===== src/sv/rgbc_pkg.sv =====
// Shared constants, types and pixel math for the RGBA-over-RGB565 compositor.
// No dependencies; used by every module of the block.
package rgbc_pkg;

  // Display and frame store geometry
  localparam int DISPLAY_WIDTH  = 256;
  localparam int DISPLAY_HEIGHT = 256;
  localparam int ADDR_W         = 16;   // frame store depth 2**ADDR_W
  localparam int PIX_W          = 16;   // RGB565

  // Field widths
  localparam int COORD_W    = 17;
  localparam int OFFSET_W   = 16;
  localparam int COUNT_W    = 12;
  localparam int WIDTH_W    = 13;
  localparam int MAX_WIDTH  = 4096;
  localparam int CHAN_W     = 8;

  // Configuration port
  localparam int CFG_IDX_W  = 2;
  localparam int CFG_DATA_W = 16;
  localparam logic [CFG_IDX_W-1:0] REG_OFFSET_X    = 2'd0;
  localparam logic [CFG_IDX_W-1:0] REG_OFFSET_Y    = 2'd1;
  localparam logic [CFG_IDX_W-1:0] REG_IMAGE_WIDTH = 2'd2;

  // Stream widths
  localparam int S_TDATA_W = 32;
  localparam int S_TUSER_W = 1;
  localparam int M_TDATA_W = 56;
  localparam int M_TUSER_W = 2;

  // One classified pixel, passed from front to back
  typedef struct packed {
    logic [COORD_W-1:0] tx;
    logic [COORD_W-1:0] ty;
    logic [ADDR_W-1:0]  addr;
    logic               clipped;
    logic               any_clipped;
    logic [CHAN_W-1:0]  red;
    logic [CHAN_W-1:0]  green;
    logic [CHAN_W-1:0]  blue;
    logic [CHAN_W-1:0]  alpha;
  } pix_op_t;

  function automatic logic [CHAN_W-1:0] widen5(input logic [4:0] v);
    return {v, v[4:2]};
  endfunction

  function automatic logic [CHAN_W-1:0] widen6(input logic [5:0] v);
    return {v, v[5:4]};
  endfunction

  // (c*a + old*(255-a)) >> 8
  function automatic logic [CHAN_W-1:0] mix(input logic [CHAN_W-1:0] c,
                                            input logic [CHAN_W-1:0] old,
                                            input logic [CHAN_W-1:0] a);
    logic [16:0] s;
    s = {9'd0, c} * {9'd0, a} + {9'd0, old} * {9'd0, 8'hFF - a};
    return s[15:8];
  endfunction

  function automatic logic [PIX_W-1:0] blend565(input logic [PIX_W-1:0]  old,
                                                input logic [CHAN_W-1:0] r,
                                                input logic [CHAN_W-1:0] g,
                                                input logic [CHAN_W-1:0] b,
                                                input logic [CHAN_W-1:0] a);
    logic [CHAN_W-1:0] mr;
    logic [CHAN_W-1:0] mg;
    logic [CHAN_W-1:0] mb;
    mr = mix(r, widen5(old[15:11]), a);
    mg = mix(g, widen6(old[10:5]), a);
    mb = mix(b, widen5(old[4:0]), a);
    if (a == 8'h00) begin
      return old;
    end else if (a == 8'hFF) begin
      return {r[7:3], g[7:2], b[7:3]};
    end else begin
      return {mr[7:3], mg[7:2], mb[7:3]};
    end
  endfunction

endpackage


===== src/sv/rgbc_queue.sv =====
// Two-entry FIFO of classified pixels between front and back.
// Depends on rgbc_pkg.
module rgbc_queue (
  input  logic              clk,
  input  logic              rst,
  input  logic              push,
  input  rgbc_pkg::pix_op_t push_op,
  output logic              full,
  input  logic              pop,
  output logic              empty,
  output rgbc_pkg::pix_op_t head_op
);

  rgbc_pkg::pix_op_t entries [2];
  logic              wr_ptr;
  logic              rd_ptr;
  logic [1:0]        count;

  assign full    = count == 2'd2;
  assign empty   = count == 2'd0;
  assign head_op = entries[rd_ptr];

  always_ff @(posedge clk) begin
    if (push) begin
      entries[wr_ptr] <= push_op;
    end
  end

  always_ff @(posedge clk) begin
    if (rst) begin
      wr_ptr <= 1'b0;
      rd_ptr <= 1'b0;
      count  <= 2'd0;
    end else begin
      if (push) begin
        wr_ptr <= ~wr_ptr;
      end
      if (pop) begin
        rd_ptr <= ~rd_ptr;
      end
      unique case ({push, pop})
        2'b10:   count <= count + 2'd1;
        2'b01:   count <= count - 2'd1;
        default: ;
      endcase
    end
  end

endmodule


===== config.mk =====
export PLATFORM = sky130hd
export DESIGN_NAME = rgbc_queue
export DESIGN_NICKNAME = d
export VERILOG_FILES = /design/src/sv/rgbc_pkg.sv /design/src/sv/rgbc_queue.sv
export SDC_FILE = /design/constraint.sdc
export NUM_CORES = 1
export LEC_CHECK = 0
export BUFFER_PORTS_ARGS = -buffer_cell sky130_fd_sc_hd__buf_2
export CAP_MARGIN = 10
export CORE_MARGIN = 2
export CORE_UTILIZATION = 45
export DETAILED_ROUTE_END_ITERATION = 16
export GPL_ROUTABILITY_DRIVEN = 0
export HOLD_SLACK_MARGIN = 0.05
export PLACE_DENSITY = 0.82
export REMOVE_ABC_BUFFERS = 1
export SETUP_SLACK_MARGIN = 0.02
export SLEW_MARGIN = 40
export SYNTH_ARGS = -nofsm -noshare
export SYNTH_HDL_FRONTEND = slang
export SYNTH_SLANG_ARGS = --single-unit

===== constraint.sdc =====
create_clock -name clk -period 8.1 [get_ports clk]
set_input_delay 1.215 -clock clk [delete_from_list [all_inputs] [get_ports clk]]
set_output_delay 1.215 -clock clk [all_outputs]
set_load 0.02 [all_outputs]

==> reports/metrics.csv, run 1 <==
metric,value,unit
vias in the first global route,3306,
outcome,finished clean,
design area,0.008028,mm²
TritonCTS clock tree,done,
Final setup viols,0,
switching pwr,0.4717,mW
setup repair after global routing missed its margin,no,
fillers,1064,
first-pass GRT wire length,16180,µm
Critical R2R Launch,wr_ptr,
GRT met2 Usage,24.20,%
Synth Cell Area,0.006256,mm²
Max-slew headroom,60.50,%
starting DRC count in detailed routing,194,
register area,0.005149,mm²
Achievable Freq,0.3080,GHz
area share of the largest cell type after synthesis,80.64,%
Nets,561,
r2r setup slk,6.30,ns
post-synthesis sequential area ratio,82.24,%
port bufs,173,
Yosys cell types,15,
Ant. Diodes,0,
via count,3211,
worst slew pin tran,0.5924,ns
# clock sinks,173,
H-tree depth,4,
Post-CTS Setup Repair Bufs,0,
power per cell area,269.4,mW/mm²
CTS root buf,clkbuf_16,
grt total ovfl,0,
"flops & latches, synth",173,
initial core utilization,45.60,%
DRC violations left,0,
CTS Buffer Depth,2,
CP Data Required Time,6.88,ns
final worst path period share,40.08,%
most frequent cells in the layout,"buf_2 (173), edfxtp_1 (168), mux2_2 (84), clkbuf_16 (17)",
WHS Path Cells,2,
hold path endpoint,count[1],
post_cts resized,0,
setup TNS,0,ns
Hold Buf Count CTS,0,
drt pass-1 iters,4,
largest net degree at the start of global routing,44,
Pleak,3.010,nW
largest area contributor in the netlist,edfxtp_1,
critical path class,reg2out,
Ports,174,
Core Region,0.01372,mm²
Routed WL,10740,µm
share of cells above drive strength 1,60.82,%
hold slack,0.5040,ns
"Reg clk slew, reported paths",0.06,ns
die area,0.01486,mm²
worst r2r path cells,3,
peak supply drop,203.3,µV
clk_lat worst skew,0.41,ns
die height,121.9,µm
M1 GR Usage,17.24,%
PnR worst setup slack,4.853,ns
Worst Skew,0.006509,ns
sw frac,21.81,%
DP Area,0.007398,mm²
critical path capture point type,primary output,
Area contributors post-synth,"edfxtp_1 (81%), mux2_2 (15%), dfxtp_1 (1.6%)",
MaxCap Viol Count,0,
Place WS,5.246,ns
CP Data Arrival Time,2.03,ns
Gate power share,11.3,%
DPL Wire Length,7078,µm
"commonest non-fill, non-tap cell in the layout",buf_2,
Syn Area/Cell,22.11,µm²
Seq pwr share,49.2,%
Most Crowded Layer GR,met2,
R2R Path End,entries[0][30],
DRT antenna net count,0,
critical path launch point type,flop,
Final Max Tran Viols,0,
Min-Delay Path Class,reg2reg,
routed len/inst,16.15,µm
final cell count without fillers,665,
Area Growth Syn to Fin,28.32,%
area of the multi-input gates,0.001057,mm²
met3 Use GR,5.665,%
Mapped Cells,283,
dpl cells,633,
Clock power frac,39.5,%
Die W,121.9,µm
fin util,58.51,%
worst min-delay path startpoint,count[1],
Final min period,3.247,ns
Yosys warning total,0,
Pint,1.691,mW
total CTS buffers,17,
post-DR vias/cell,4.829,
"Power, Total",2.162,mW
initial antenna violation count,0,
Final Hold Violating Endpoints,0,
FP Rows,43,
crit path max fanout,43,
Tot GR Track Use,14.71,%
## final cells by class
class / instances / share of cell area [%]
multi-input combinational: 100 / 13.17
tap: 180 / 2.805
inverter: 1 / 0.04676
clock buffer: 19 / 5.393
timing repair buffer: 179 / 12.00
sequential: 173 / 64.14
clock inverter: 13 / 2.447
## sequential cells by signal, indices dropped and copies added, names as in the netlist, named ones only
register  count
wr_ptr        1
count         2
entries     168
rd_ptr        1
## layer usage
layer  part of all wire (%)  vias up
li1                       -     1497
met1                     41     1582
met2                     51      116
met3                    6.6       16
met4                    1.8        0
met5                      0        -
## power by group through the flow
stage	registers, mW	clock network (mW)	logic, mW
after floorplan	1.09	0	0.147
after global placement	1.09	0	0.227
after detailed placement	1.08	0	0.247
after CTS	1.07	0.873	0.247
after global routing	1.07	0.909	0.262
final	1.06	0.854	0.244
## worst max-delay path by stage
stage / depth (start not counted) / startpoint / to
5_1_grt: 3 / flop / head_op[49]
3_5_place_dp: 3 / flop / head_op[49]
2_1_floorplan: 2 / push / entries[0][0]
3_3_place_gp: 4 / push / entries[0][55]
6_report: 3 / flop / head_op[49]
4_1_cts: 3 / flop / head_op[49]
## worst max-delay path, stage by stage (launching register included)
cell	delay, ns
dfxtp_4	0.72
buf_12	0.31
mux2_2	0.39
buf_2	0.16
## kinds of logic after synthesis
group | share of synthesized area [%]
compound gates | 0.1598
buf+inv | 1.020
flops | 82.24
xor+xnor | 0.5601
simple gates | 0.7001
fa+ha+maj | 0.2000
mux | 15.12
## cell usage after synthesis
| library cell | number |
|---|---|
| a21oi_1 | 1 |
| and2_1 | 1 |
| and2b_2 | 1 |
| buf_2 | 3 |
| buf_4 | 6 |
| dfxtp_1 | 5 |
| edfxtp_1 | 168 |
| ha_1 | 1 |
| inv_1 | 1 |
| mux2_2 | 84 |
| nor2_1 | 6 |
| o21ai_0 | 1 |
| or3_1 | 1 |
| xnor2_1 | 3 |
| xor2_1 | 1 |
Note: power is estimated with default switching activity, not from simulation.
==> run 2: changes to the inputs <==
Settings changed: PLACE_DENSITY 0.82 to 0.85.
Clock period 8.1 ns to 2.8 ns, I/O delays scaled along.
==> reports/metrics.csv, run 2 (synthesis results as in run 1) <==
metric,value,unit
fin util,57.87,%
FP Rows,43,
setup repair after global routing missed its margin,no,
Max-slew headroom,60.87,%
most frequent cells in the layout,"buf_2 (173), edfxtp_1 (168), mux2_2 (84), clkbuf_16 (17), nor2_1 (5)",
worst slew pin tran,0.5870,ns
Final Max Tran Viols,0,
die height,121.9,µm
design area,0.007939,mm²
dpl cells,630,
critical path capture point type,primary output,
MaxCap Viol Count,0,
CP Data Arrival Time,1.76,ns
Place WS,1.014,ns
# clock sinks,173,
Min-Delay Path Class,in2reg,
Achievable Freq,0.4581,GHz
TritonCTS clock tree,done,
Die W,121.9,µm
Core Region,0.01372,mm²
port bufs,173,
Final setup viols,0,
grt total ovfl,0,
"commonest non-fill, non-tap cell in the layout",buf_2,
"Reg clk slew, reported paths",0.06,ns
drt pass-1 iters,4,
Final min period,2.183,ns
CTS Buffer Depth,2,
Routed WL,10810,µm
Biggest register,entries,
share of cells above drive strength 1,60.58,%
first-pass GRT wire length,16120,µm
Worst Skew,0.006493,ns
PnR worst setup slack,0.6169,ns
clk_lat worst skew,0.41,ns
final cell count without fillers,662,
Tot GR Track Use,14.70,%
total CTS buffers,17,
crit path max fanout,84,
Ports,174,
Pleak,2.963,nW
Area Growth Syn to Fin,26.90,%
Nets,558,
Ant. Diodes,0,
via count,3176,
DPL Wire Length,6876,µm
Hold Buf Count CTS,0,
post-DR vias/cell,4.798,
initial antenna violation count,0,
Post-CTS Setup Repair Bufs,0,
CTS root buf,clkbuf_16,
vias in the first global route,3283,
DRC violations left,0,
DP Area,0.007361,mm²
DRT antenna net count,0,
post_cts resized,0,
routed len/inst,16.32,µm
critical path class,reg2out,
power per cell area,759.1,mW/mm²
outcome,finished clean,
largest net degree at the start of global routing,85,
max reg flops,168,
peak supply drop,493.1,µV
biggest regs,"entries: 168 flops, count: 2 flops",
starting DRC count in detailed routing,196,
final worst path period share,77.97,%
Final Hold Violating Endpoints,0,
H-tree depth,4,
die area,0.01486,mm²
critical path launch point type,flop,
initial core utilization,45.60,%
CP Data Required Time,2.38,ns
==> run 2: worst paths after layout <==
path / start / to / slack [ns] / cells past startpoint
max: flop / head_op[24] / 0.62 / 3
min: push_op[25] / entries[1][25] / 0.20 / 1
max reg2reg: wr_ptr / entries[1][27] / 1.14 / 2
min reg2reg: rd_ptr / flop / 0.53 / 2
==> run 2: per-layer routing <==
metal  vias up  routed length [µm]  track usage, %
li1       1485                   -               -
met1      1571                4227           16.05
met2       103                5695           25.59
met3        17                 702           5.899
met4         0                 182           5.819
met5         -                   0               0
==> run 2: worst max-delay path, stage by stage, from the launching register on <==
cell     delay (ns)
dfxtp_4        0.35
buf_12         0.36
mux2_2         0.42
buf_2          0.17
==> run 2: area by class of cell <==
cell class	instances	area, µm²
clock inverter	10	113.9
sequential	173	5149
inverter	1	3.754
timing repair buffer	176	925.9
multi-input combinational	100	1057
clock buffer	22	464.2
tap	180	225.2
fill	1058	5781
==> run 2: where the power goes <==
part           internal (mW)  switching, mW
combinational          0.292          0.431
clock                   1.36          0.888
sequential              3.02         0.0366
==> run 2: metrics by stage <==
| step | total power [mW] | hold slack (ns) | TNS, ns |
|---|---|---|---|
| 6_report | 6.026 | 0.1950 | 0 |
| 5_1_grt | 6.260 | 0.1681 | 0 |
| 4_1_cts | 6.106 | 0.1712 | 0 |
| 3_5_place_dp | 3.846 | 0.5113 | 0 |
| 3_3_place_gp | 3.821 | 0.4757 | 0 |
| 2_1_floorplan | 3.572 | 0.4614 | -166.45 |
==> run 3: changes to the inputs <==
Settings changed: ABC_AREA from default to 1, PLACE_DENSITY 0.85 to 0.82.
Clock period 2.8 ns to 2.02 ns, I/O delays scaled along.
==> reports/metrics.csv, run 3 <==
metric,value,unit
via count,3339,
Final Max Tran Viols,0,
PnR worst setup slack,0.1333,ns
MaxCap Viol Count,0,
H-tree depth,4,
peak supply drop,722.9,µV
die area,0.01549,mm²
Min-Delay Path Class,in2reg,
Routed WL,11420,µm
die height,124.5,µm
Worst Skew,0.004770,ns
Biggest register,entries,
Place WS,0.3948,ns
DPL Wire Length,7645,µm
fin util,58.63,%
"Reg clk slew, reported paths",0.06,ns
hold path endpoint,entries[0][65],
Achievable Freq,0.5300,GHz
Synth Cell Area,0.006530,mm²
FP Rows,44,
routed len/inst,16.47,µm
Final Hold Violating Endpoints,0,
drt pass-1 iters,4,
starting DRC count in detailed routing,225,
biggest regs,"entries: 168 flops, count: 2 flops",
first-pass GRT wire length,17570,µm
r2r setup slk,0.85,ns
Yosys warning total,0,
"slowest stage cell, crit path",dfxtp_4,
Most used DFF post-synth,edfxtp_1,
area of the multi-input gates,0.001277,mm²
power per cell area,1028,mW/mm²
"Async S/R FF share, synth",0,%
worst r2r path cells,3,
post-synthesis sequential area ratio,78.79,%
# clock sinks,173,
Ant. Diodes,0,
total CTS buffers,17,
top post-synthesis cells by count,"edfxtp_1 (168), mux2_4 (60), mux2_2 (24)",
max reg flops,168,
outcome,finished clean,
Yosys cell types,15,
most frequent cell after synthesis,edfxtp_1,
Ports,174,
port bufs,173,
Core Region,0.01437,mm²
Final min period,1.887,ns
Area Growth Syn to Fin,29.01,%
Tot GR Track Use,15.00,%
largest area contributor in the netlist,edfxtp_1,
critical path cell sequence,buf_12 -> mux2_2 -> buf_2,
most frequent cells in the layout,"buf_2 (173), edfxtp_1 (168), mux2_4 (60), mux2_2 (24), clkbuf_16 (17)",
hold slack,0.07402,ns
Final setup viols,0,
CP Data Required Time,1.72,ns
initial antenna violation count,0,
Nets,585,
crit path max fanout,25,
share of cells above drive strength 1,58.94,%
Area contributors post-synth,"edfxtp_1 (77%), mux2_4 (14%), mux2_2 (4.1%)",
number of flops mapped to enable cells by yosys,168,
final worst path period share,93.40,%
Syn Area/Cell,22.21,µm²
setup repair after global routing missed its margin,no,
R2R Path End,entries[1][52],
DRC violations left,0,
worst slew pin tran,0.2617,ns
"flops & latches, synth",173,
WHS Path Cells,1,
TritonCTS clock tree,done,
Mapped Cells,294,
critical path launch point type,flop,
"commonest non-fill, non-tap cell in the layout",buf_2,
area share of the largest cell type after synthesis,77.26,%
Pleak,3.332,nW
vias in the first global route,3547,
initial core utilization,45.45,%
CTS Buffer Depth,2,
worst min-delay path startpoint,push_op[65],
Critical R2R Launch,wr_ptr,
CP Data Arrival Time,1.58,ns
crit-path max cell delay,0.41,ns
register area,0.005149,mm²
CTS root buf,clkbuf_16,
fillers,1100,
Die W,124.5,µm
Max-slew headroom,82.55,%
clk_lat worst skew,0.41,ns
DRT antenna net count,0,
largest net degree at the start of global routing,46,
critical path capture point type,primary output,
post-DR vias/cell,4.818,
grt total ovfl,0,
critical path class,reg2out,
[run 3: changes by cell type after synthesis, moves of 2 or more]
cell	change
mux2_2	-60
buf_4	-6
nor2_1	+4
buf_6	+7
nand2_1	+5
inv_1	+6
mux2_4	+60
xnor2_1	-2
[run 3: layout make-up]
cell class | count | area share [%]
clock buffers | 17 | 5.050
clock inverters | 15 | 2.302
inverters | 7 | 0.3267
multi-input cells | 105 | 15.16
flip-flops and latches | 173 | 61.12
well taps | 184 | 2.733
repair buffers | 192 | 13.31
[run 3: per-stage QoR]
| stage | cell area (µm²) | cells | TNS, ns | power [mW] |
|---|---|---|---|---|
| final | 8424 | 693 | 0 | 8.660 |
| after global routing | 8424 | 693 | 0 | 8.970 |
| after CTS | 8384 | 689 | 0 | 8.756 |
| after detailed placement | 7690 | 649 | 0 | 5.356 |
| after global placement | 7690 | 649 | 0 | 5.318 |
| after floorplan | 6441 | 285 | -383.44 | 5.004 |
[run 3: worst max-delay path by stage]
stage / end / slack [ns] / cells after the start / from
after floorplan: entries[0][0] / -2.39 / 2 / push
after global placement: head_op[8] / 0.42 / 3 / flop
after detailed placement: head_op[3] / 0.39 / 3 / flop
after CTS: head_op[3] / 0.09 / 3 / flop
after global routing: head_op[81] / 0.06 / 3 / flop
final: head_op[3] / 0.13 / 3 / flop
[run 3: repair_timing]
item | 4_1_cts | 5_1_grt
hold buffers | 6 | 4
gates resized for setup | 0 | 0
endpoints found under the setup margin | 60 | 0
setup buffers | 2 | 0
endpoints found under the hold margin | 10 | 7
[run 3: per-layer routing]
layer / part of all wire [%] / vias to the layer above / global-route usage (%) / wire (µm)
li1: - / 1557 / - / -
met1: 38 / 1641 / 16.52 / 4365
met2: 53 / 121 / 26.10 / 6100
met3: 6.2 / 20 / 5.284 / 706
met4: 2.1 / 0 / 6.742 / 244
met5: 0 / - / 0 / 0
[run 3: cells by family (layout without fill, tap and decap cells)]
logic type	Yosys count	count (layout)	share of synthesized area [%]
compound gates	2	2	0.1531
xor+xnor	1	1	0.1341
fa+ha+maj	1	1	0.1916
buf+inv	16	231	1.763
flops	173	173	78.79
mux	84	84	17.93
simple gates	17	17	1.035
[run 3: power by group]
part           switching, mW  internal (mW)
clock                   1.31           2.07
combinational          0.578          0.497
sequential            0.0555           4.15
total                   1.94           6.72
[run 3: worst max-delay path: cells and delay by family (launching register included)]
family / cells / cell delay, ns
multiplexers: 1 / 0.37
buffers and inverters: 2 / 0.38
flip-flops: 1 / 0.41
