**config.mk**
```make
export PLATFORM = sky130hd
export DESIGN_NAME = rgbc_front
export DESIGN_NICKNAME = d
export VERILOG_FILES = /design/src/sv/rgbc_pkg.sv /design/src/sv/rgbc_front.sv
export SDC_FILE = /design/constraint.sdc
export NUM_CORES = 1
export LEC_CHECK = 0
export ABC_CLOCK_PERIOD_IN_PS = 10240
export BUFFER_PORTS_ARGS = -buffer_cell sky130_fd_sc_hd__buf_4
export CORE_MARGIN = 10
export CORE_UTILIZATION = 49
export DETAILED_ROUTE_END_ITERATION = 10
export GPL_TIMING_DRIVEN = 0
export PLACE_DENSITY_LB_ADDON = 0.2
export SKIP_CTS_REPAIR_TIMING = 1
export SLEW_MARGIN = 40
export SYNTH_ARGS = -nofsm -noshare
export SYNTH_HDL_FRONTEND = slang
export SYNTH_SLANG_ARGS = --single-unit
```
**constraint.sdc**
```tcl
create_clock -name clk -period 10.24 [get_ports clk]
set_input_delay 0.512 -clock clk [delete_from_list [all_inputs] [get_ports clk]]
set_output_delay 0.512 -clock clk [all_outputs]
set_load 0.01 [all_outputs]
```
**src/sv/rgbc_pkg.sv**
```systemverilog
// Shared constants, types and pixel math for the RGBA-over-RGB565 compositor.
// No dependencies; used by every module of the block.
package rgbc_pkg;

  // Display and frame store geometry
  localparam int DISPLAY_WIDTH  = 256;
  localparam int DISPLAY_HEIGHT = 256;
  localparam int ADDR_W         = 16;   // frame store depth 2**ADDR_W
  localparam int PIX_W          = 16;   // RGB565

  // Field widths
  localparam int COORD_W    = 17;
  localparam int OFFSET_W   = 16;
  localparam int COUNT_W    = 12;
  localparam int WIDTH_W    = 13;
  localparam int MAX_WIDTH  = 4096;
  localparam int CHAN_W     = 8;

  // Configuration port
  localparam int CFG_IDX_W  = 2;
  localparam int CFG_DATA_W = 16;
  localparam logic [CFG_IDX_W-1:0] REG_OFFSET_X    = 2'd0;
  localparam logic [CFG_IDX_W-1:0] REG_OFFSET_Y    = 2'd1;
  localparam logic [CFG_IDX_W-1:0] REG_IMAGE_WIDTH = 2'd2;

  // Stream widths
  localparam int S_TDATA_W = 32;
  localparam int S_TUSER_W = 1;
  localparam int M_TDATA_W = 56;
  localparam int M_TUSER_W = 2;

  // One classified pixel, passed from front to back
  typedef struct packed {
    logic [COORD_W-1:0] tx;
    logic [COORD_W-1:0] ty;
    logic [ADDR_W-1:0]  addr;
    logic               clipped;
    logic               any_clipped;
    logic [CHAN_W-1:0]  red;
    logic [CHAN_W-1:0]  green;
    logic [CHAN_W-1:0]  blue;
    logic [CHAN_W-1:0]  alpha;
  } pix_op_t;

  function automatic logic [CHAN_W-1:0] widen5(input logic [4:0] v);
    return {v, v[4:2]};
  endfunction

  function automatic logic [CHAN_W-1:0] widen6(input logic [5:0] v);
    return {v, v[5:4]};
  endfunction

  // (c*a + old*(255-a)) >> 8
  function automatic logic [CHAN_W-1:0] mix(input logic [CHAN_W-1:0] c,
                                            input logic [CHAN_W-1:0] old,
                                            input logic [CHAN_W-1:0] a);
    logic [16:0] s;
    s = {9'd0, c} * {9'd0, a} + {9'd0, old} * {9'd0, 8'hFF - a};
    return s[15:8];
  endfunction

  function automatic logic [PIX_W-1:0] blend565(input logic [PIX_W-1:0]  old,
                                                input logic [CHAN_W-1:0] r,
                                                input logic [CHAN_W-1:0] g,
                                                input logic [CHAN_W-1:0] b,
                                                input logic [CHAN_W-1:0] a);
    logic [CHAN_W-1:0] mr;
    logic [CHAN_W-1:0] mg;
    logic [CHAN_W-1:0] mb;
    mr = mix(r, widen5(old[15:11]), a);
    mg = mix(g, widen6(old[10:5]), a);
    mb = mix(b, widen5(old[4:0]), a);
    if (a == 8'h00) begin
      return old;
    end else if (a == 8'hFF) begin
      return {r[7:3], g[7:2], b[7:3]};
    end else begin
      return {mr[7:3], mg[7:2], mb[7:3]};
    end
  endfunction

endpackage

```
**src/sv/rgbc_front.sv**
```systemverilog
// Front end: config registers, column/row tracking, target and clip classification.
// Depends on rgbc_pkg.
module rgbc_front (
  input  logic                             clk,
  input  logic                             rst,
  input  logic                             cfg_wen,
  input  logic [rgbc_pkg::CFG_IDX_W-1:0]   cfg_index,
  input  logic [rgbc_pkg::CFG_DATA_W-1:0]  cfg_data,
  input  logic                             in_valid,
  output logic                             in_ready,
  input  logic                             in_sof,
  input  logic [rgbc_pkg::CHAN_W-1:0]      in_red,
  input  logic [rgbc_pkg::CHAN_W-1:0]      in_green,
  input  logic [rgbc_pkg::CHAN_W-1:0]      in_blue,
  input  logic [rgbc_pkg::CHAN_W-1:0]      in_alpha,
  input  logic                             q_full,
  input  logic                             store_ready,
  output logic                             push,
  output rgbc_pkg::pix_op_t                push_op
);

  logic [rgbc_pkg::OFFSET_W-1:0] offset_x;
  logic [rgbc_pkg::OFFSET_W-1:0] offset_y;
  logic [rgbc_pkg::WIDTH_W-1:0]  image_width;
  logic [rgbc_pkg::COUNT_W-1:0]  column_count;
  logic [rgbc_pkg::COUNT_W-1:0]  row_count;
  logic                          clip_seen;

  logic [rgbc_pkg::COUNT_W-1:0]  col_cur;
  logic [rgbc_pkg::COUNT_W-1:0]  row_cur;
  logic                          seen_cur;
  logic [rgbc_pkg::COORD_W-1:0]  tx;
  logic [rgbc_pkg::COORD_W-1:0]  ty;
  logic                          clipped;
  logic [rgbc_pkg::ADDR_W-1:0]   row_base;
  logic [rgbc_pkg::WIDTH_W-1:0]  width_eff;
  logic [rgbc_pkg::WIDTH_W-1:0]  col_inc;
  logic                          row_end;
  logic [rgbc_pkg::COUNT_W-1:0]  column_count_next;
  logic [rgbc_pkg::COUNT_W-1:0]  row_count_next;

  assign in_ready = !q_full && store_ready;
  assign push     = in_valid && in_ready;

  // start of image restarts the raster before this pixel
  assign col_cur  = in_sof ? '0 : column_count;
  assign row_cur  = in_sof ? '0 : row_count;
  assign seen_cur = in_sof ? 1'b0 : clip_seen;

  assign tx = {1'b0, offset_x} + {{(rgbc_pkg::COORD_W - rgbc_pkg::COUNT_W){1'b0}}, col_cur};
  assign ty = {1'b0, offset_y} + {{(rgbc_pkg::COORD_W - rgbc_pkg::COUNT_W){1'b0}}, row_cur};

  assign clipped = (tx >= rgbc_pkg::COORD_W'(rgbc_pkg::DISPLAY_WIDTH)) ||
                   (ty >= rgbc_pkg::COORD_W'(rgbc_pkg::DISPLAY_HEIGHT));

  assign row_base = rgbc_pkg::ADDR_W'(ty * rgbc_pkg::COORD_W'(rgbc_pkg::DISPLAY_WIDTH));

  always_comb begin
    push_op             = '0;
    push_op.tx          = tx;
    push_op.ty          = ty;
    push_op.addr        = row_base + rgbc_pkg::ADDR_W'(tx);
    push_op.clipped     = clipped;
    push_op.any_clipped = seen_cur | clipped;
    push_op.red         = in_red;
    push_op.green       = in_green;
    push_op.blue        = in_blue;
    push_op.alpha       = in_alpha;
  end

  // zero or oversized width behaves as the maximum
  assign width_eff = ((image_width == '0) ||
                      (image_width > rgbc_pkg::WIDTH_W'(rgbc_pkg::MAX_WIDTH))) ?
                     rgbc_pkg::WIDTH_W'(rgbc_pkg::MAX_WIDTH) : image_width;
  assign col_inc   = {1'b0, col_cur} + rgbc_pkg::WIDTH_W'(1);
  assign row_end   = col_inc >= width_eff;

  assign column_count_next = row_end ? '0 : col_inc[rgbc_pkg::COUNT_W-1:0];
  assign row_count_next    = row_end ? row_cur + rgbc_pkg::COUNT_W'(1) : row_cur;

  always_ff @(posedge clk) begin
    if (rst) begin
      offset_x     <= '0;
      offset_y     <= '0;
      image_width  <= rgbc_pkg::WIDTH_W'(1);
      column_count <= '0;
      row_count    <= '0;
      clip_seen    <= 1'b0;
    end else begin
      if (cfg_wen) begin
        unique case (cfg_index)
          rgbc_pkg::REG_OFFSET_X:    offset_x    <= cfg_data;
          rgbc_pkg::REG_OFFSET_Y:    offset_y    <= cfg_data;
          rgbc_pkg::REG_IMAGE_WIDTH: image_width <= cfg_data[rgbc_pkg::WIDTH_W-1:0];
          default: ;
        endcase
      end
      if (push) begin
        column_count <= column_count_next;
        row_count    <= row_count_next;
        clip_seen    <= seen_cur | clipped;
      end
    end
  end

endmodule

```
==> impl_summary.txt, run 1 <==
----------------------------------------------------
[Status]
  Run status ... finished, final reports clean

[Pwr]
  Cell area power density ... 99.5 nW/um^2
  Leakage power ... 3.21 nW
  Highest ir drop seen on vdd ... 90.2 uV

[Drt]
  DRC ... 0
  Final wirelength ... 18,500 um
  DR iter-0 viols ... 480
  Overall via count from detail_route ... 6,235
  DR vias/cell ... 5.59
  Antenna-violating nets left ... 0
  Routed WL per cell ... 16.6 um
  Iteration count of the initial detailed-routing pass ... 4

[Finish]
  Number of antenna diodes ... 0
  Final core utilization ... 61.2%
  Layout Cell Area excl Fill ... 7380 um^2
  Highest-count cells in the layout ignoring fill and taps ... sky130_fd_sc_hd__buf_4, sky130_fd_sc_hd__nand2_1, sky130_fd_sc_hd__a21oi_1
  Number of nets in the layout ... 1,032
  Commonest non-fill, non-tap cell in the layout ... sky130_fd_sc_hd__buf_4
  Share of cells above drive strength 1 ... 21.9%
  Growth of design area from synthesis to finish ... 21.7%

[CTS]
  Root buf cell ... sky130_fd_sc_hd__clkbuf_16
  TritonCTS clock tree ... yes
  # clock sinks ... 70
  Register clock-pin slew on the reported worst setup and hold paths ... 0.05 ns
  Clock buffer count from CTS ... 9
  Clock latency on the worst-skew pair ... 0.33 ns
  Deepest clock path buffer count ... 2
  Number of levels the H-tree was split into ... 3

[Critical path]
  Endpoint of the worst register-to-register path ... row_count[11]
  Data required time of the worst path ... 9.73 ns
  Reg-to-reg critical path startpoint ... column_count[0]
  Bufs and invs on worst path ... 8
  Crit. End Element ... output pin
  Cells along the critical path ... buf_4 > buf_2 > buf_4 > buf_2 > buf_1 > clkbuf_1 > nor2b_1 > ha_1 > ha_1 > a221o_1 > o21ai_0 > a221oi_2 > and2_4 > a211o_1 > a21o_1 > mux2i_1 > o2111ai_1 > nor4b_2 > nand2_1 > buf_4 > buf_4
  Peak fanout along the critical path ... 10
  Register-to-register setup slack ... 5.94 ns
  CP startpoint kind ... input pin
  Master of the slowest instance on the critical path ... sky130_fd_sc_hd__buf_1
  Crit-path leading delay family ... buffers and inverters
  Stage delay of the slowest cell on the critical path ... 0.48 ns
  CP dominant cell by count ... sky130_fd_sc_hd__buf_4
  Critical Path AT ... 5.65 ns
  Type of the worst setup path ... input pin to output pin
  Path depth of the worst reg2reg path ... 14

[Global routing]
  Overflow left after global routing ... 0
  Overall routing resource usage ... 20.4%
  Global-route wire length before repair ... 29,600 um
  Maximum number of pins on one net before global-route repair ... 11
  Antenna violations before repair ... 0
  Via count of the first global-routing pass ... 5,743

[Timing]
  Setup repair after global routing missed its margin ... false
  Layout Skew ... 0.00522 ns
  Setup Viol. Count Final ... 0
  Tcrit/Tclk final ... 60.1%
  Fin crit period ... 6.16 ns
  Setup WS post-layout ... 4.08 ns
  Final hold slack ... 0.429 ns
  Number of max-slew violations in the final report ... 0
  Remaining max-slew budget at the tightest pin ... 51.3%
  Post-Route Setup TNS ... 0 ns
  Pin slew with the least headroom to its limit ... 0.725 ns
  Number of hold violations in the final report ... 0
  Maximum clock rate ... 162 MHz

[Synth]
  Syn Std Cell Area ... 6060 um^2
  Register area share after synthesis ... 23.1%
  Syn nets ... 912
  Avg Inst Size Synth ... 7.35 um^2
  Warnings from Yosys ... 0
  Fraction of synthesis flops using an asynchronous set or reset pin ... 0%
  Number of flops mapped to enable cells by yosys ... 0
  Synth Flop Type ... sky130_fd_sc_hd__dfxtp_1
  Post-synthesis cell count ... 824
  Unique masters post-synth ... 83
  Register bit count reported by yosys ... 70

[Hold path]
  Worst min-delay path endpoint ... image_width[0]
  Type of the most critical hold path ... input pin to flip-flop
  Startpoint of the tightest hold check path ... cfg_data[0]
  Worst hold path cell count ... 3

[Die]
  Core Footprint ... 12,100 um^2
  Die Area ... 17,200 um^2
  Number of ports placed on the die boundary ... 143
  Site Rows ... 40
  Initial core utilization ... 50.2%
  Die Span X ... 131 um
  Chip Height ... 131 um

[Place]
  Worst setup timing slack at the placement stage ... 4.19 ns
  Cell area after placement ... 7090 um^2
  IO buf count ... 109
  Routability cong. ... 0.889
  Half-perimeter wire length of the detailed placement result ... 14,900 um

[Flow run]
  Max Cap Viol ... 0

----------------------------------------------------
[routing by layer]
| layer | routed length [um] | GRT usage (%) | vias up | share of wire (%) |
|---|---|---|---|---|
| met5 | 0 | 0 | - | 0 |
| met4 | 237 | 6.00 | 0 | 1.3 |
| met3 | 1690 | 4.69 | 23 | 9.1 |
| met2 | 7720 | 30.5 | 281 | 42 |
| met1 | 8860 | 28.3 | 2830 | 48 |
| li1 | - | - | 3101 | - |
[kinds of logic (layout without fill, tap and decap cells)]
family / after synthesis / count (layout) / synth area share (%)
AND/OR/NAND/NOR: 321 / 321 / 26.4
flip-flops: 70 / 70 / 23.1
buffers and inverters: 126 / 250 / 11.1
AO/OA/AOI/OAI: 207 / 207 / 22.6
multiplexers: 2 / 2 / 0.330
adder cells (fa/ha/maj): 34 / 34 / 7.04
XOR/XNOR: 64 / 64 / 9.37
[registers in the layout, indices dropped and copies added, names as in the netlist]
register and count:
clip_seen 1, offset_x 16, row_count 12, offset_y 16, column_count 12, image_width 13
[Yosys cell counts (7+ instances only)]
cell type / number / area [um^2]
sky130_fd_sc_hd__xnor2_1: 37 / 324
sky130_fd_sc_hd__nand3b_1: 8 / 60.1
sky130_fd_sc_hd__inv_1: 21 / 78.8
sky130_fd_sc_hd__nor3_1: 14 / 70.1
sky130_fd_sc_hd__a21o_1: 10 / 75.1
sky130_fd_sc_hd__o21ai_0: 22 / 110
sky130_fd_sc_hd__xor2_1: 26 / 228
sky130_fd_sc_hd__buf_4: 45 / 338
sky130_fd_sc_hd__a21oi_1: 81 / 405
sky130_fd_sc_hd__nand2_1: 135 / 507
sky130_fd_sc_hd__o221ai_1: 7 / 61.3
sky130_fd_sc_hd__clkbuf_1: 29 / 109
sky130_fd_sc_hd__a22oi_1: 7 / 52.6
sky130_fd_sc_hd__dfxtp_1: 70 / 1400
sky130_fd_sc_hd__ha_1: 30 / 375
sky130_fd_sc_hd__o211ai_1: 8 / 60.1
sky130_fd_sc_hd__nor2_1: 45 / 169
sky130_fd_sc_hd__a31oi_1: 9 / 56.3
sky130_fd_sc_hd__and3_1: 11 / 68.8
sky130_fd_sc_hd__nand2b_1: 20 / 125
sky130_fd_sc_hd__nand3_1: 19 / 95.1
sky130_fd_sc_hd__nor2b_1: 19 / 119
sky130_fd_sc_hd__buf_2: 24 / 120
[report_power, final]
part / switching (mW) / leakage (nW) / internal (mW)
combinational: 0.0807 / 2.51 / 0.0641
clock: 0.111 / 0.137 / 0.194
sequential: 0.00503 / 0.567 / 0.279
total: 0.196 / 3.21 / 0.538
[how the worst max path moves through the flow]
| stage | start | cells past startpoint | to |
|---|---|---|---|
| final | in_sof | 21 | push_op[33] |
| after global routing | in_sof | 21 | push_op[33] |
| after CTS | in_sof | 21 | push_op[33] |
| after detailed placement | in_sof | 21 | push_op[33] |
| after global placement | in_sof | 21 | push_op[33] |
| after floorplan | in_sof | 19 | push_op[33] |
[per-stage QoR]
| stage | power, mW | instances |
|---|---|---|
| after floorplan | 0.374 | 824 |
| after global placement | 0.433 | 1101 |
| after detailed placement | 0.434 | 1101 |
| after CTS | 0.737 | 1116 |
| after global routing | 0.761 | 1116 |
| final | 0.734 | 1116 |
[worst reg2reg max path: cells and delay by family, from the launching register on]
kind / cells / cell delay (ns)
AND/OR/NAND/NOR: 6 / 1.84
flip-flops: 1 / 0.38
adder cells (fa/ha/maj): 2 / 0.61
XOR/XNOR: 1 / 0.16
AO/OA/AOI/OAI: 5 / 1.19
[final cells by class]
type	instances	area, um^2
sequential	70	1400
buffer	104	589
clock buffer	14	254
clock inverter	1	30.0
multi-input combinational	628	3990
fill	1157	4680
tap	168	210
inverter	22	82.6
timing repair buffer	109	818
No activity file was read; power rests on OpenSTA's default activity.
==> run 2, diff against run 1 <==
- ABC_AREA: default -> 1
- ABC_CLOCK_PERIOD_IN_PS: 10240 -> 5700
- clock period: 10.24 -> 5.7 ns (I/O delays scaled with it)
==> impl_summary.txt, run 2 <==
----------------------------------------------------
[Synth]
  Number of flops mapped to enable cells by yosys ... 0
  Warnings from Yosys ... 0
  Unique masters post-synth ... 46
  Combinational family with the most area after synthesis ... simple AND/OR/NAND/NOR gates
  Avg Inst Size Synth ... 6.29 um^2
  Register area share after synthesis ... 22.8%
  Area share of xor/xnor cells in the synthesized design ... 4.94%
  Syn Std Cell Area ... 6150 um^2
  Multiplexer fraction of the synthesized cell area ... 0%
  Fraction of synthesis flops using an asynchronous set or reset pin ... 0%
  Area fraction in and, or, nand and nor cells after synthesis ... 37.4%
  Syn nets ... 1,066
  Post-synthesis cell count ... 978
  Cell type contributing the most total cell area after synthesis ... sky130_fd_sc_hd__dfxtp_1
  Most instantiated library cell after synthesis ... sky130_fd_sc_hd__nand2_1
  Synth Flop Type ... sky130_fd_sc_hd__dfxtp_1
  Post-Synth Adder-Cell Area ... 6.43%
  Biggest area contributors in the synthesized netlist ... sky130_fd_sc_hd__dfxtp_1, sky130_fd_sc_hd__nand2_1, sky130_fd_sc_hd__inv_1, sky130_fd_sc_hd__ha_1, sky130_fd_sc_hd__a21oi_1
  Area fraction in compound gates after synthesis ... 12.8%
  Most frequent cells after synthesis ... sky130_fd_sc_hd__nand2_1, sky130_fd_sc_hd__inv_1, sky130_fd_sc_hd__nor2_1, sky130_fd_sc_hd__dfxtp_1, sky130_fd_sc_hd__a21oi_1
  Share of the synthesized area in the top cell type ... 22.8%
  Register bit count reported by yosys ... 70

[CTS]
  Deepest clock path buffer count ... 2
  Register clock-pin slew on the reported worst setup and hold paths ... 0.06 ns
  Number of levels the H-tree was split into ... 3
  TritonCTS clock tree ... yes
  Root buf cell ... sky130_fd_sc_hd__clkbuf_16
  # clock sinks ... 70
  Clock latency on the worst-skew pair ... 0.35 ns
  Clock buffer count from CTS ... 9

[Drt]
  Final wirelength ... 18,600 um
  Routed WL per cell ... 14.6 um
  Iteration count of the initial detailed-routing pass ... 5
  Antenna-violating nets left ... 0
  Overall via count from detail_route ... 6,465
  DR iter-0 viols ... 369
  DR vias/cell ... 5.09
  DRC ... 0

[Critical path]
  Stage delay of the slowest cell on the critical path ... 0.39 ns
  Master of the slowest instance on the critical path ... sky130_fd_sc_hd__fa_1
  CP dominant cell by count ... sky130_fd_sc_hd__nand2_1
  CP startpoint kind ... input pin
  Type of the worst setup path ... input pin to output pin
  Critical Path AT ... 3.63 ns
  Peak fanout along the critical path ... 10
  Crit-path leading delay family ... simple AND/OR/NAND/NOR gates
  Crit. End Element ... output pin
  Bufs and invs on worst path ... 9
  Data required time of the worst path ... 5.41 ns

[Finish]
  Commonest non-fill, non-tap cell in the layout ... sky130_fd_sc_hd__nand2_1
  Largest registers ... offset_x x16, offset_y x16, image_width x13
  Share of cells above drive strength 1 ... 22.5%
  Highest-count cells in the layout ignoring fill and taps ... sky130_fd_sc_hd__nand2_1, sky130_fd_sc_hd__buf_4, sky130_fd_sc_hd__inv_1
  Growth of design area from synthesis to finish ... 22.2%
  Number of antenna diodes ... 0
  Number of nets in the layout ... 1,186

[Pwr]
  Portion of total power attributed to the clock network ... 44.3%
  Net Sw Power ... 0.413 mW
  Leakage power ... 4.02 nW
  Comb pwr share ... 20.5%
  Cell area power density ... 196 nW/um^2
  Highest ir drop seen on vdd ... 159 uV
  Total Power ... 1.47 mW
  Internal power component ... 1.06 mW
  Net switching fraction of the power ... 28.0%
  Relative contribution of sequential cells to total power ... 35.2%

[Timing]
  Remaining max-slew budget at the tightest pin ... 57.4%
  Number of max-slew violations in the final report ... 0
  Maximum clock rate ... 255 MHz
  Setup Viol. Count Final ... 0
  Pin slew with the least headroom to its limit ... 0.634 ns
  Setup repair after global routing missed its margin ... false
  Fin crit period ... 3.92 ns
  Number of hold violations in the final report ... 0
  Post-Route Setup TNS ... 0 ns
  Tcrit/Tclk final ... 68.7%
  Layout Skew ... 0.00602 ns

[Die]
  Core Footprint ... 12,200 um^2
  Site Rows ... 40
  Die Area ... 17,400 um^2
  Number of ports placed on the die boundary ... 143
  Initial core utilization ... 50.6%
  Die Span X ... 132 um
  Chip Height ... 132 um

[Place]
  Routability cong. ... 0.960
  Half-perimeter wire length of the detailed placement result ... 15,300 um
  IO buf count ... 109

[Hold path]
  Type of the most critical hold path ... input pin to flip-flop

[Global routing]
  Overflow left after global routing ... 0
  Overall routing resource usage ... 20.5%
  Maximum number of pins on one net before global-route repair ... 13
  Antenna violations before repair ... 0
  Global-route wire length before repair ... 29,700 um
  Via count of the first global-routing pass ... 6,023

[Status]
  Run status ... finished, final reports clean

[Flow run]
  Max Cap Viol ... 0

----------------------------------------------------
==> run 2: area by class of cell <==
cell class,count,area (um^2)
Fill cell,1240,4650
Sequential cell,70,1400
Clock buffer,9,225
Inverter,142,536
Multi-Input combinational cell,702,3780
Clock inverter,6,111
Tap cell,168,210
Timing Repair Buffer,109,818
Buffer,64,429
==> run 2: final timing paths <==
path | slack, ns | cells past startpoint | to | startpoint
min reg2reg | 0.46 | 2 | row_count[10] | row_count[10]
min | 0.18 | 3 | offset_x[13] | cfg_data[13]
max | 1.78 | 29 | push_op[48] | in_sof
max reg2reg | 2.00 | 17 | column_count[0] | image_width[4]
==> run 2: kinds of logic (layout without fill, tap and decap cells) <==
family | count (synthesis) | count (layout)
AO/OA/AOI/OAI | 143 | 143
buffers and inverters | 206 | 330
flip-flops | 70 | 70
XOR/XNOR | 33 | 33
adder cells (fa/ha/maj) | 31 | 31
AND/OR/NAND/NOR | 495 | 495
==> run 2: power groups by stage <==
stage / logic, mW / clock network (mW) / registers [mW]
2_1_floorplan: 0.180 / 0 / 0.526
3_3_place_gp: 0.297 / 0 / 0.528
3_5_place_dp: 0.300 / 0 / 0.529
4_1_cts: 0.302 / 0.654 / 0.518
5_1_grt: 0.330 / 0.669 / 0.521
6_report: 0.301 / 0.652 / 0.519
==> run 2: per-layer routing <==
metal | wire length [um] | up-vias | share of wire [%] | global-route usage, %
li1 | - | 3317 | - | -
met5 | 0 | - | 0 | 0
met1 | 8790 | 2889 | 47 | 27.0
met2 | 8070 | 234 | 43 | 32.3
met3 | 1390 | 25 | 7.5 | 4.84
met4 | 310 | 0 | 1.7 | 6.12
==> run 2: metrics by stage <==
stage	std cells	util (%)	hold slack [ns]	setup WS [ns]	cell area (um^2)
2_1_floorplan	978	-	0.415	2.49	6150
3_5_place_dp	1255	59.0	0.460	1.52	7180
3_3_place_gp	1255	59.0	0.454	1.62	7180
4_1_cts	1270	61.8	0.187	1.75	7510
6_report	1270	61.8	0.181	1.78	7510
5_1_grt	1270	61.8	0.198	1.38	7510
==> run 2: worst min-delay path: stages <==
cell and delay, ns:
sky130_fd_sc_hd__buf_4 0.09, sky130_fd_sc_hd__nor2_1 0.04, sky130_fd_sc_hd__nor2_1 0.08
==> run 3, diff against run 2 <==
- ABC_CLOCK_PERIOD_IN_PS: 5700 -> 3400
- clock period: 5.7 -> 3.4 ns (I/O delays scaled with it)
==> impl_summary.txt, run 3 (synthesis gave the netlist of run 2 again) <==
----------------------------------------------------
[Drt]
  Final wirelength ... 19,000 um
  Overall via count from detail_route ... 6,539
  Wire length the detailed router placed on met1 ... 8810 um
  DR iter-0 viols ... 401
  DRC ... 0
  Met3 Routed Length ... 1440 um
  Top layer used by detailed routing ... met4
  Iteration count of the initial detailed-routing pass ... 6
  Antenna-violating nets left ... 0
  Routed WL per cell ... 14.9 um
  DR vias/cell ... 5.12
  Met2 routed wirelength ... 8350 um

[Critical path]
  Crit. End Element ... flip-flop
  Reg-to-reg critical path startpoint ... column_count[1]
  Peak fanout along the critical path ... 10
  Register-to-register setup slack ... 0.15 ns
  Data required time of the worst path ... 3.66 ns
  Type of the worst setup path ... flip-flop to flip-flop
  Critical Path AT ... 3.51 ns
  Path depth of the worst reg2reg path ... 18
  CP startpoint kind ... flip-flop
  Endpoint of the worst register-to-register path ... column_count[1]

[Global routing]
  Overall routing resource usage ... 20.5%
  Overflow left after global routing ... 0
  Antenna violations before repair ... 0
  Maximum number of pins on one net before global-route repair ... 13
  Via count of the first global-routing pass ... 6,023
  Global-route wire length before repair ... 29,700 um

[Finish]
  Highest-count cells in the layout ignoring fill and taps ... sky130_fd_sc_hd__nand2_1, sky130_fd_sc_hd__buf_4, sky130_fd_sc_hd__inv_1
  Growth of design area from synthesis to finish ... 27.0%
  Number of antenna diodes ... 0
  Number of nets in the layout ... 1,192
  Largest registers ... offset_x x16, offset_y x16, image_width x13
  Layout Cell Area excl Fill ... 7810 um^2
  Commonest non-fill, non-tap cell in the layout ... sky130_fd_sc_hd__nand2_1
  Share of cells above drive strength 1 ... 27.3%
  Final core utilization ... 64.2%
  Fillers ... 1,174
  Number of cells in the finished layout apart from fillers ... 1,276

[Hold path]
  Type of the most critical hold path ... input pin to flip-flop
  Startpoint of the tightest hold check path ... cfg_data[13]
  Worst min-delay path endpoint ... offset_x[13]
  Worst hold path cell count ... 3

[Pwr]
  Cell area power density ... 319 nW/um^2
  Leakage power ... 4.10 nW
  Highest ir drop seen on vdd ... 263 uV

[Place]
  IO buf count ... 109
  Routability cong. ... 0.960
  Count of placed standard cells including taps ... 1,255
  Cell area after placement ... 7180 um^2
  Half-perimeter wire length of the detailed placement result ... 15,300 um

[Timing]
  Number of max-slew violations in the final report ... 0
  Layout Skew ... 0.00665 ns
  Tcrit/Tclk final ... 95.5%
  Setup Viol. Count Final ... 0
  Remaining max-slew budget at the tightest pin ... 57.3%
  Number of hold violations in the final report ... 0
  Maximum clock rate ... 308 MHz
  Fin crit period ... 3.25 ns
  Final hold slack ... 0.0692 ns
  Pin slew with the least headroom to its limit ... 0.635 ns

[CTS]
  Root buf cell ... sky130_fd_sc_hd__clkbuf_16
  Clock buffer count from CTS ... 9
  Register clock-pin slew on the reported worst setup and hold paths ... 0.06 ns
  Number of levels the H-tree was split into ... 3
  Deepest clock path buffer count ... 2
  # clock sinks ... 70
  TritonCTS clock tree ... yes
  Clock latency on the worst-skew pair ... 0.34 ns

[Status]
  Run status ... finished, final reports clean

[Die]
  Die Span X ... 132 um
  Core Footprint ... 12,200 um^2
  Initial core utilization ... 50.6%
  Site Rows ... 40
  Die Area ... 17,400 um^2
  Number of ports placed on the die boundary ... 143
  Chip Height ... 132 um

[Flow run]
  Max Cap Viol ... 0

----------------------------------------------------
[run 3: final cells by class]
type	instances	area, um^2	share of cell area [%]
multi-input cells	702	3980	50.9
clock inverters	6	111	1.43
inverters	142	543	6.96
repair buffers	115	867	11.1
flip-flops and latches	70	1410	18.1
plain buffers	64	462	5.91
well taps	168	210	2.69
clock buffers	9	225	2.88
[run 3: worst max-delay path by stage]
stage / to / slack, ns / start
4_1_cts: push_op[48] / -0.32 / in_sof
5_1_grt: column_count[1] / -0.07 / column_count[1]
3_5_place_dp: column_count[0] / -0.66 / in_sof
3_3_place_gp: column_count[1] / -0.57 / in_sof
6_report: column_count[1] / 0.15 / column_count[1]
2_1_floorplan: row_count[2] / 0.31 / in_sof
[run 3: report_power, final]
part	leakage, nW	total, mW	switching, mW	internal [mW]
clock	0.161	1.09	0.376	0.712
combinational	3.36	0.531	0.301	0.230
sequential	0.574	0.871	0.0221	0.848
[run 3: metal layers]
layer | up-vias | track usage (%)
met1 | 2952 | 27.0
met4 | 0 | 6.12
li1 | 3330 | -
met3 | 33 | 4.84
met5 | - | 0
met2 | 224 | 32.3
[run 3: metrics by stage]
step / setup WS, ns / setup TNS (ns) / total power, mW
2_1_floorplan: 0.308 / 0 / 1.18
3_3_place_gp: -0.570 / -10.23 / 1.38
3_5_place_dp: -0.661 / -12.20 / 1.39
4_1_cts: -0.320 / -4.69 / 2.47
5_1_grt: -0.0678 / -0.499 / 2.57
6_report: 0.154 / 0 / 2.49
[run 3: worst max-delay path: stages (launching register included)]
cell,delay [ns]
sky130_fd_sc_hd__dfxtp_4,0.37
sky130_fd_sc_hd__nand2_4,0.08
sky130_fd_sc_hd__inv_1,0.06
sky130_fd_sc_hd__ha_1,0.17
sky130_fd_sc_hd__nand3_1,0.10
sky130_fd_sc_hd__nor2_2,0.13
sky130_fd_sc_hd__nand3_1,0.14
sky130_fd_sc_hd__nor3_2,0.28
sky130_fd_sc_hd__buf_4,0.17
sky130_fd_sc_hd__xor2_2,0.17
sky130_fd_sc_hd__ha_1,0.30
sky130_fd_sc_hd__a21oi_1,0.16
sky130_fd_sc_hd__o21ai_0,0.10
sky130_fd_sc_hd__a21oi_1,0.18
sky130_fd_sc_hd__nand3_2,0.16
sky130_fd_sc_hd__nor2_2,0.20
sky130_fd_sc_hd__buf_4,0.21
sky130_fd_sc_hd__nand2_1,0.06
sky130_fd_sc_hd__a21oi_1,0.12
